<file path="src/sqp_pkg.sv">
// Shared types and codes of the sorted priority queue.
// Used by the cell, the top level and the checker; depends on nothing.
package sqp_pkg;

  // Action codes carried by each input transaction.
  typedef enum logic [1:0] {
    ACT_ENQ  = 2'd0,
    ACT_DEQ  = 2'd1,
    ACT_CLR  = 2'd2,
    ACT_PEEK = 2'd3
  } action_t;

  // Status codes reported with each result.
  typedef enum logic [1:0] {
    ST_OK    = 2'd0,
    ST_EMPTY = 2'd1,
    ST_FULL  = 2'd2
  } status_t;

  // Shift control broadcast to every cell in the row.
  typedef struct packed {
    logic insert;
    logic remove;
  } cell_ctrl_t;

endpackage

</file>
<file path="src/sorted_priority_queue.sv">
// Top level of the sorted min-priority queue: a row of shifting cells.
// Depends on sqp_pkg and sqp_cell.
//
// The queue takes one transaction in every clock cycle: busy stays low, and
// each transaction's result appears on the result ports, marked by done, in
// the cycle right after start was sampled. The row of cells compares every
// stored priority against the incoming one in parallel, and its shift is
// registered at the same clock edge as the result. The result strobe cannot
// be held off; a receiver must take it in that cycle. Equal priorities leave
// in arrival order.
module sorted_priority_queue #(
  parameter int DEPTH         = 16,
  parameter int TAG_BITS      = 16,
  parameter int PRIORITY_BITS = 32,
  localparam int CNT_BITS     = $clog2(DEPTH + 1)
) (
  input  logic                            clk,
  input  logic                            rst,
  input  logic                            start,
  output logic                            busy,
  input  logic [1:0]                      action,
  input  logic [TAG_BITS-1:0]             item_tag,
  input  logic signed [PRIORITY_BITS-1:0] item_priority,
  output logic                            done,
  output logic [1:0]                      status,
  output logic [TAG_BITS-1:0]             removed_tag,
  output logic [TAG_BITS-1:0]             head_tag,
  output logic signed [PRIORITY_BITS-1:0] head_priority,
  output logic [CNT_BITS-1:0]             occupancy,
  output logic                            is_empty
);

  localparam logic [CNT_BITS-1:0] FullCount = CNT_BITS'(DEPTH);

  logic                            accept;
  logic                            is_full;
  logic                            none;
  logic [CNT_BITS-1:0]             count;
  logic [CNT_BITS-1:0]             count_next;
  sqp_pkg::cell_ctrl_t             ctrl;
  logic                            cell_gt   [DEPTH];
  logic [TAG_BITS-1:0]             cell_tag  [DEPTH];
  logic signed [PRIORITY_BITS-1:0] cell_prio [DEPTH];

  // The row finishes every transaction without stalling, so busy is never raised.
  assign busy    = 1'b0;
  assign accept  = start && !busy;
  assign is_full = (count == FullCount);
  assign none    = (count == '0);

  // Shift control for the whole row.
  assign ctrl.insert = accept && (action == sqp_pkg::ACT_ENQ) && !is_full;
  assign ctrl.remove = accept && (action == sqp_pkg::ACT_DEQ) && !none;

  // Occupancy after the transaction.
  always_comb begin
    count_next = count;
    if (accept) begin
      if (action == sqp_pkg::ACT_CLR) begin
        count_next = '0;
      end else if (ctrl.insert) begin
        count_next = count + 1'b1;
      end else if (ctrl.remove) begin
        count_next = count - 1'b1;
      end
    end
  end

  // Row of cells; the last one feeds itself on a remove.
  for (genvar i = 0; i < DEPTH; i++) begin : g_cell
    logic                            occ;
    logic                            lgt;
    logic [TAG_BITS-1:0]             ltag;
    logic signed [PRIORITY_BITS-1:0] lprio;
    logic [TAG_BITS-1:0]             rtag;
    logic signed [PRIORITY_BITS-1:0] rprio;

    assign occ = (count > CNT_BITS'(i));

    if (i == 0) begin : g_first
      assign lgt   = 1'b0;
      assign ltag  = item_tag;
      assign lprio = item_priority;
    end else begin : g_inner
      assign lgt   = cell_gt[i-1];
      assign ltag  = cell_tag[i-1];
      assign lprio = cell_prio[i-1];
    end

    if (i == DEPTH - 1) begin : g_last
      assign rtag  = cell_tag[i];
      assign rprio = cell_prio[i];
    end else begin : g_body
      assign rtag  = cell_tag[i+1];
      assign rprio = cell_prio[i+1];
    end

    sqp_cell #(
      .TAG_BITS      (TAG_BITS),
      .PRIORITY_BITS (PRIORITY_BITS)
    ) u_cell (
      .clk        (clk),
      .ctrl       (ctrl),
      .new_tag    (item_tag),
      .new_prio   (item_priority),
      .occupied   (occ),
      .left_gt    (lgt),
      .left_tag   (ltag),
      .left_prio  (lprio),
      .right_tag  (rtag),
      .right_prio (rprio),
      .gt         (cell_gt[i]),
      .tag        (cell_tag[i]),
      .prio       (cell_prio[i])
    );
  end

  // Control registers: occupancy and the result strobe.
  always_ff @(posedge clk) begin
    if (rst) begin
      count <= '0;
      done  <= 1'b0;
    end else begin
      count <= count_next;
      done  <= accept;
    end
  end

  // Result payload registers.
  always_ff @(posedge clk) begin
    if (accept) begin
      status      <= sqp_pkg::ST_OK;
      removed_tag <= '0;
      if (action == sqp_pkg::ACT_ENQ && is_full) begin
        status <= sqp_pkg::ST_FULL;
      end else if (action == sqp_pkg::ACT_DEQ) begin
        if (none) begin
          status <= sqp_pkg::ST_EMPTY;
        end else begin
          removed_tag <= cell_tag[0];
        end
      end
    end
  end

  // Head entry and occupancy follow the row directly.
  assign occupancy     = count;
  assign is_empty      = none;
  assign head_tag      = none ? '0 : cell_tag[0];
  assign head_priority = none ? '0 : cell_prio[0];

endmodule

</file>
<file path="src/sqp_cell.sv">
// One storage cell of the sorted queue row.
// Depends on sqp_pkg for the shift control struct.
module sqp_cell #(
  parameter int TAG_BITS      = 16,
  parameter int PRIORITY_BITS = 32
) (
  input  logic                            clk,
  input  sqp_pkg::cell_ctrl_t             ctrl,
  input  logic [TAG_BITS-1:0]             new_tag,
  input  logic signed [PRIORITY_BITS-1:0] new_prio,
  input  logic                            occupied,
  input  logic                            left_gt,
  input  logic [TAG_BITS-1:0]             left_tag,
  input  logic signed [PRIORITY_BITS-1:0] left_prio,
  input  logic [TAG_BITS-1:0]             right_tag,
  input  logic signed [PRIORITY_BITS-1:0] right_prio,
  output logic                            gt,
  output logic [TAG_BITS-1:0]             tag,
  output logic signed [PRIORITY_BITS-1:0] prio
);

  // The new entry must go ahead of this one when this one is strictly larger.
  assign gt = occupied && (prio > new_prio);

  // On insert, cells past the insertion point take their left neighbor,
  // the cell at the insertion point takes the new entry. On remove, every
  // cell takes its right neighbor.
  always_ff @(posedge clk) begin
    if (ctrl.insert) begin
      if (left_gt) begin
        tag  <= left_tag;
        prio <= left_prio;
      end else if (gt || !occupied) begin
        tag  <= new_tag;
        prio <= new_prio;
      end
    end else if (ctrl.remove) begin
      tag  <= right_tag;
      prio <= right_prio;
    end
  end

endmodule

</file>
<file path="config.mk">
export PLATFORM = sky130hd
export DESIGN_NAME = sorted_priority_queue
export DESIGN_NICKNAME = d
export VERILOG_FILES = /design/src/sqp_pkg.sv /design/src/sorted_priority_queue.sv /design/src/sqp_cell.sv
export SDC_FILE = /design/constraint.sdc
export NUM_CORES = 2
export LEC_CHECK = 0
export CORE_ASPECT_RATIO = 2
export CORE_UTILIZATION = 50
export CTS_BUF_LIST = sky130_fd_sc_hd__clkbuf_4
export DETAILED_ROUTE_END_ITERATION = 10
export DONT_BUFFER_PORTS = 1
export GPL_ROUTABILITY_DRIVEN = 0
export MAX_ROUTING_LAYER = met4
export PLACE_DENSITY = 0.63
export SETUP_SLACK_MARGIN = 0.02
export SYNTH_ARGS = -nofsm -noshare
export SYNTH_HDL_FRONTEND = slang
export SYNTH_SLANG_ARGS = --single-unit
</file>
<file path="constraint.sdc">
create_clock -name clk -period 6.5 [get_ports clk]
set_input_delay 0.325 -clock clk [delete_from_list [all_inputs] [get_ports clk]]
set_output_delay 0.325 -clock clk [all_outputs]
set_load 0.01 [all_outputs]
</file>
==> tab_implementation.tex <==
\begin{tabular}{lr}
\hline
Metric & Value \\
\hline
\multicolumn{2}{l}{\textbf{Logic synthesis}} \\
\quad Average footprint of a synthesized cell & roughly 9.9 um\^{}2 \\
\quad Part of the Yosys area used for sequential elements & 0.4504 \\
\quad Number of enable flip-flop cells after synthesis & between 700 and 800 \\
\quad Share of synthesized flip-flops with an asynchronous set or reset & 0 \\
\quad Fraction of synthesized cell area taken by the top area cell type & 0.4482 \\
\quad Cell count after synthesis & 5299 \\
\quad Largest area contributor in the synthesized netlist & sky130\_fd\_sc\_hd\_\_edfxtp\_1 \\
\quad Top area cells in the synthesized netlist & sky130\_fd\_sc\_hd\_\_edfxtp\_1 45\%, sky130\_fd\_sc\_hd\_\_o211ai\_1 13\%, sky130\_fd\_sc\_hd\_\_ha\_1 12\%, sky130\_fd\_sc\_hd\_\_nand2\_1 8.2\%, sky130\_fd\_sc\_hd\_\_nand4\_1 2.8\% \\
\quad Compound-cell area share of the yosys netlist & 0.2088 \\
\quad Net count after synthesis & slightly below 6k \\
\quad Count of cell types in the netlist & between 70 and 80 \\
\quad Main combinational cell family by area after synthesis & compound AO/OA/AOI/OAI gates \\
\quad Number of synthesized register bits & roughly 800 \\
\quad Adder-cell share of the synthesized area & 0.1228 \\
\quad Proportion of synthesized area in mux cells & 0.01048 \\
\quad Post-synthesis instance area & 52670 um\^{}2 \\
\quad Number of warnings issued by yosys & 0 \\
\quad Post-synthesis share of cell area spent on and, or, nand and nor gates & 0.1695 \\
\quad Commonest register cell after synthesis & sky130\_fd\_sc\_hd\_\_edfxtp\_1 \\
\quad Post-synthesis share of cell area spent on xor and xnor gates & 0.0001663 \\
\multicolumn{2}{l}{\textbf{STA}} \\
\quad Actual transition at the worst max-transition pin & between 1500 and 2000 ps \\
\quad Final TNS setup & 0 ps \\
\quad Min Clock Period, post-route & around 5300 ps \\
\quad Fmax & 189.5 MHz \\
\quad Relative slew margins & -0.03446 \\
\quad Number of max-slew violations in the final report & 2 \\
\quad Share of the clock period used by the worst path after layout & 0.8117 \\
\quad Fin. Hold Viols & 0 \\
\quad Number of setup violations in the final report & 0 \\
\quad Maximum clock skew at final layout & 111.5 ps \\
\quad RSZ-0062 raised after global routing & no \\
\multicolumn{2}{l}{\textbf{Setup path}} \\
\quad Combined buffer and inverter count along the critical path & 2 \\
\quad Cell-by-cell listing of the critical path & ha\_1 -> nand4\_1 -> a21oi\_1 -> o32a\_1 -> a211oi\_2 -> nor4\_4 -> buf\_4 -> mux2\_2 -> dlygate4sd3\_1 \\
\quad Kind of critical path & reg -> reg \\
\quad Arrival time of data at the critical path endpoint & just over 6000 ps \\
\quad Stage delay of the slowest cell on the critical path & roughly 1000 ps \\
\quad Required time at the worst-slack endpoint & roughly 7400 ps \\
\quad Nature of the critical path startpoint & flip-flop \\
\quad Delay-heaviest family, CP & compound AO/OA/AOI/OAI gates \\
\quad Worst setup EP type & flip-flop \\
\quad Worst path slowest cell & sky130\_fd\_sc\_hd\_\_a21oi\_1 \\
\quad Highest fanout seen on the critical path & 28 \\
\multicolumn{2}{l}{\textbf{Global routing}} \\
\quad Wire length of the first global-routing pass & between 300000 and 400000 um \\
\quad Vias in the first global route & $\sim$50k \\
\quad GR Util All Layers & 0.4660 \\
\quad Congestion Overflow GR & 0 \\
\quad Largest net degree at the start of global routing & 225 \\
\quad Antenna violations before repair & 13 \\
\multicolumn{2}{l}{\textbf{Clocking}} \\
\quad Clock-pin slew on the worst setup and hold paths & roughly 80 ps \\
\quad Buffer depth of the longest clock path & 3 \\
\quad Number of levels in the clock H-tree & 4 \\
\quad Worst-skew pair later-pin latency & 1280 ps \\
\quad Clk sinks & $\sim$800 \\
\quad CTS tree & yes \\
\quad Cells resized by post-CTS repair & 0 \\
\quad Inserted Clock Buffers & approximately 190 \\
\quad Clock root buffer master & sky130\_fd\_sc\_hd\_\_clkbuf\_4 \\
\multicolumn{2}{l}{\textbf{Pwr}} \\
\quad Reg power frac & 0.459 \\
\quad Switching power & roughly 5000 uW \\
\quad Power density over the cells & 240.6 nW/um\^{}2 \\
\quad IR drop worst, VDD & approximately 0.2 mV \\
\quad Clock network fraction of total power & 0.313 \\
\quad P\_leak & around 0.021 uW \\
\quad Switching part of the total & 0.3582 \\
\quad Cell internal power dissipation & approximately 9000 uW \\
\quad Logic gate share of total power & 0.228 \\
\multicolumn{2}{l}{\textbf{Route}} \\
\quad Post-DR vias/cell & between 7 and 8 \\
\quad Aggregate routed wire length & approximately 240000 um \\
\quad Residual DRC count & 0 \\
\quad Detailed router's first-iteration violation count & roughly 6.6k \\
\quad Wire per inst & approximately 35 um \\
\quad Via count of the routed design & 50.45k \\
\quad First-pass detailed-route iteration total & 8 \\
\quad Number of nets still failing antenna checks after routing & 0 \\
\multicolumn{2}{l}{\textbf{Placement}} \\
\quad Number of port buffers & 0 \\
\quad DP Wirelength & roughly 160000 um \\
\quad Cell area after placement & 54460 um\^{}2 \\
\multicolumn{2}{l}{\textbf{Status}} \\
\quad Result of the run & complete, but fails checks \\
\quad Violated checks & capacitance limit, slew limit \\
\multicolumn{2}{l}{\textbf{Layout}} \\
\quad Top library cells by usage in the layout, fill and taps aside & 1145 x sky130\_fd\_sc\_hd\_\_nand2\_1, 878 x sky130\_fd\_sc\_hd\_\_o211ai\_1, 786 x sky130\_fd\_sc\_hd\_\_edfxtp\_1, 517 x sky130\_fd\_sc\_hd\_\_ha\_1, 273 x sky130\_fd\_sc\_hd\_\_clkbuf\_4 \\
\quad Area added between synthesis and finish & 10.22\% \\
\quad Leading cell type in the layout, fill and taps excluded & sky130\_fd\_sc\_hd\_\_nand2\_1 \\
\quad Nets@finish & 5892 \\
\quad Fraction of layout cells with a size suffix above 1 & 0.1058 \\
\quad Post-route cell area & slightly below 60000 um\^{}2 \\
\multicolumn{2}{l}{\textbf{Run}} \\
\quad Maxcap violations & 1 \\
\multicolumn{2}{l}{\textbf{Floorplanning}} \\
\quad Site Rows & about 170 \\
\quad Vertical die dimension & 461.0 um \\
\quad Horizontal extent of the die & 231.5 um \\
\quad Initial Util & 0.5031 \\
\quad Count of pins on the block boundary & 127 \\
\quad Full die area & $\sim$110000 um\^{}2 \\
\quad Core outline area & 104700 um\^{}2 \\
\multicolumn{2}{l}{\textbf{Hold path}} \\
\quad Class of the tightest hold or removal check & in -> reg \\
\hline
\end{tabular}
==> final timing paths <==
| kind | end | slack (ps) | cells after the start | startpoint |
|---|---|---|---|---|
| hold reg to reg | g_cell[14].u_cell.prio[23]$_DFFE_PP_ | 540 | 2 | g_cell[15].u_cell.prio[23]$_DFFE_PP_ |
| setup / recovery | g_cell[15].u_cell.prio[7]$_DFFE_PP_ | 1220 | 9 | g_cell[14].u_cell.prio[13]$_DFFE_PP_ |
| setup reg to reg | g_cell[15].u_cell.prio[7]$_DFFE_PP_ | 1220 | 9 | g_cell[14].u_cell.prio[13]$_DFFE_PP_ |
| hold / removal | g_cell[5].u_cell.prio[17]$_DFFE_PP_ | 80 | 5 | item_priority[17] |
==> per-layer routing <==
layer  GRT usage  vias up  wire (um)
met4      0.4407        0      28400
met3      0.1416     1548      27730
met1      0.4696    24163      75310
met5           -        -          0
li1            -    20793          -
met2      0.7152     3950     111200
==> registers in the layout, indices dropped and copies added, names as in the netlist <==
signal / flops
removed_tag: 16
done: 1
status: 2
occupancy: 5
g_cell.u_cell.tag: 256
g_cell.u_cell.prio: 512
==> logic make-up (layout without fill, tap and decap cells) <==
logic type,after synthesis,after routing
simple gates,1946,1946
compound gates,1505,1505
flops,792,792
fa+ha+maj,517,517
buf+inv,488,660
mux,49,49
other cells,1,24
xor+xnor,1,1
==> cell type report <==
cell class              instances  area [um^2]
fillers                      9441        46630
repair buffers                256         2387
flip-flops and latches        792        23720
clock buffers                 273         2049
clock inverters                67        354.1
multi-input cells            4019        27530
diodes                         23        57.56
well taps                    1360         1702
inverters                      64        241.5
==> power by group through the flow <==
stage | logic, uW | registers (uW) | clock network [uW]
after global placement | 2840 | 6510 | 0
after floorplan | 1760 | 6370 | 0
after CTS | 3000 | 6400 | 4370
final | 3180 | 6420 | 4370
after global routing | 3300 | 6430 | 4590
after detailed placement | 2910 | 6510 | 0
==> cells in the mapped netlist (14+ instances only) <==
cell type,n
sky130_fd_sc_hd__a21o_1,81
sky130_fd_sc_hd__a21oi_1,238
sky130_fd_sc_hd__a221o_1,47
sky130_fd_sc_hd__a221oi_1,21
sky130_fd_sc_hd__and2_1,36
sky130_fd_sc_hd__and4_1,35
sky130_fd_sc_hd__buf_1,34
sky130_fd_sc_hd__buf_2,58
sky130_fd_sc_hd__clkbuf_1,318
sky130_fd_sc_hd__edfxtp_1,786
sky130_fd_sc_hd__ha_1,517
sky130_fd_sc_hd__inv_1,64
sky130_fd_sc_hd__mux2_1,20
sky130_fd_sc_hd__mux2_2,29
sky130_fd_sc_hd__nand2_1,1145
sky130_fd_sc_hd__nand3_1,246
sky130_fd_sc_hd__nand4_1,236
sky130_fd_sc_hd__nor2_1,85
sky130_fd_sc_hd__nor2b_1,70
sky130_fd_sc_hd__nor3_1,27
sky130_fd_sc_hd__o211ai_1,878
sky130_fd_sc_hd__o211ai_2,40
sky130_fd_sc_hd__o21ai_0,72
sky130_fd_sc_hd__o221ai_1,14
==> repair_timing <==
action | CTS | global route
setup buffers | 0 | 0
endpoints found under the hold margin | 777 | 0
hold buffers | 109 | 0
==> worst min-delay path: stages <==
cell                       delay [ps]
sky130_fd_sc_hd__inv_1             60
sky130_fd_sc_hd__buf_4            300
sky130_fd_sc_hd__nor2_1           230
sky130_fd_sc_hd__nand3_1          130
sky130_fd_sc_hd__o211ai_2          70
==> metrics by stage <==
stage          power, uW  instances  utilization  worst slack, ps  hold slack (ps)
4_1_cts            13770       6829       0.5537             1786            8.138
3_5_place_dp        9420       6380       0.5202             1255            403.9
5_1_grt            14310       6846       0.5543             1203            67.89
6_report           13970       6854       0.5545             1224            75.65
2_1_floorplan       8123       5299            -            978.1            396.6
3_3_place_gp        9351       6379       0.5201             1356            398.5
Note: power is estimated with default switching activity, not from simulation.
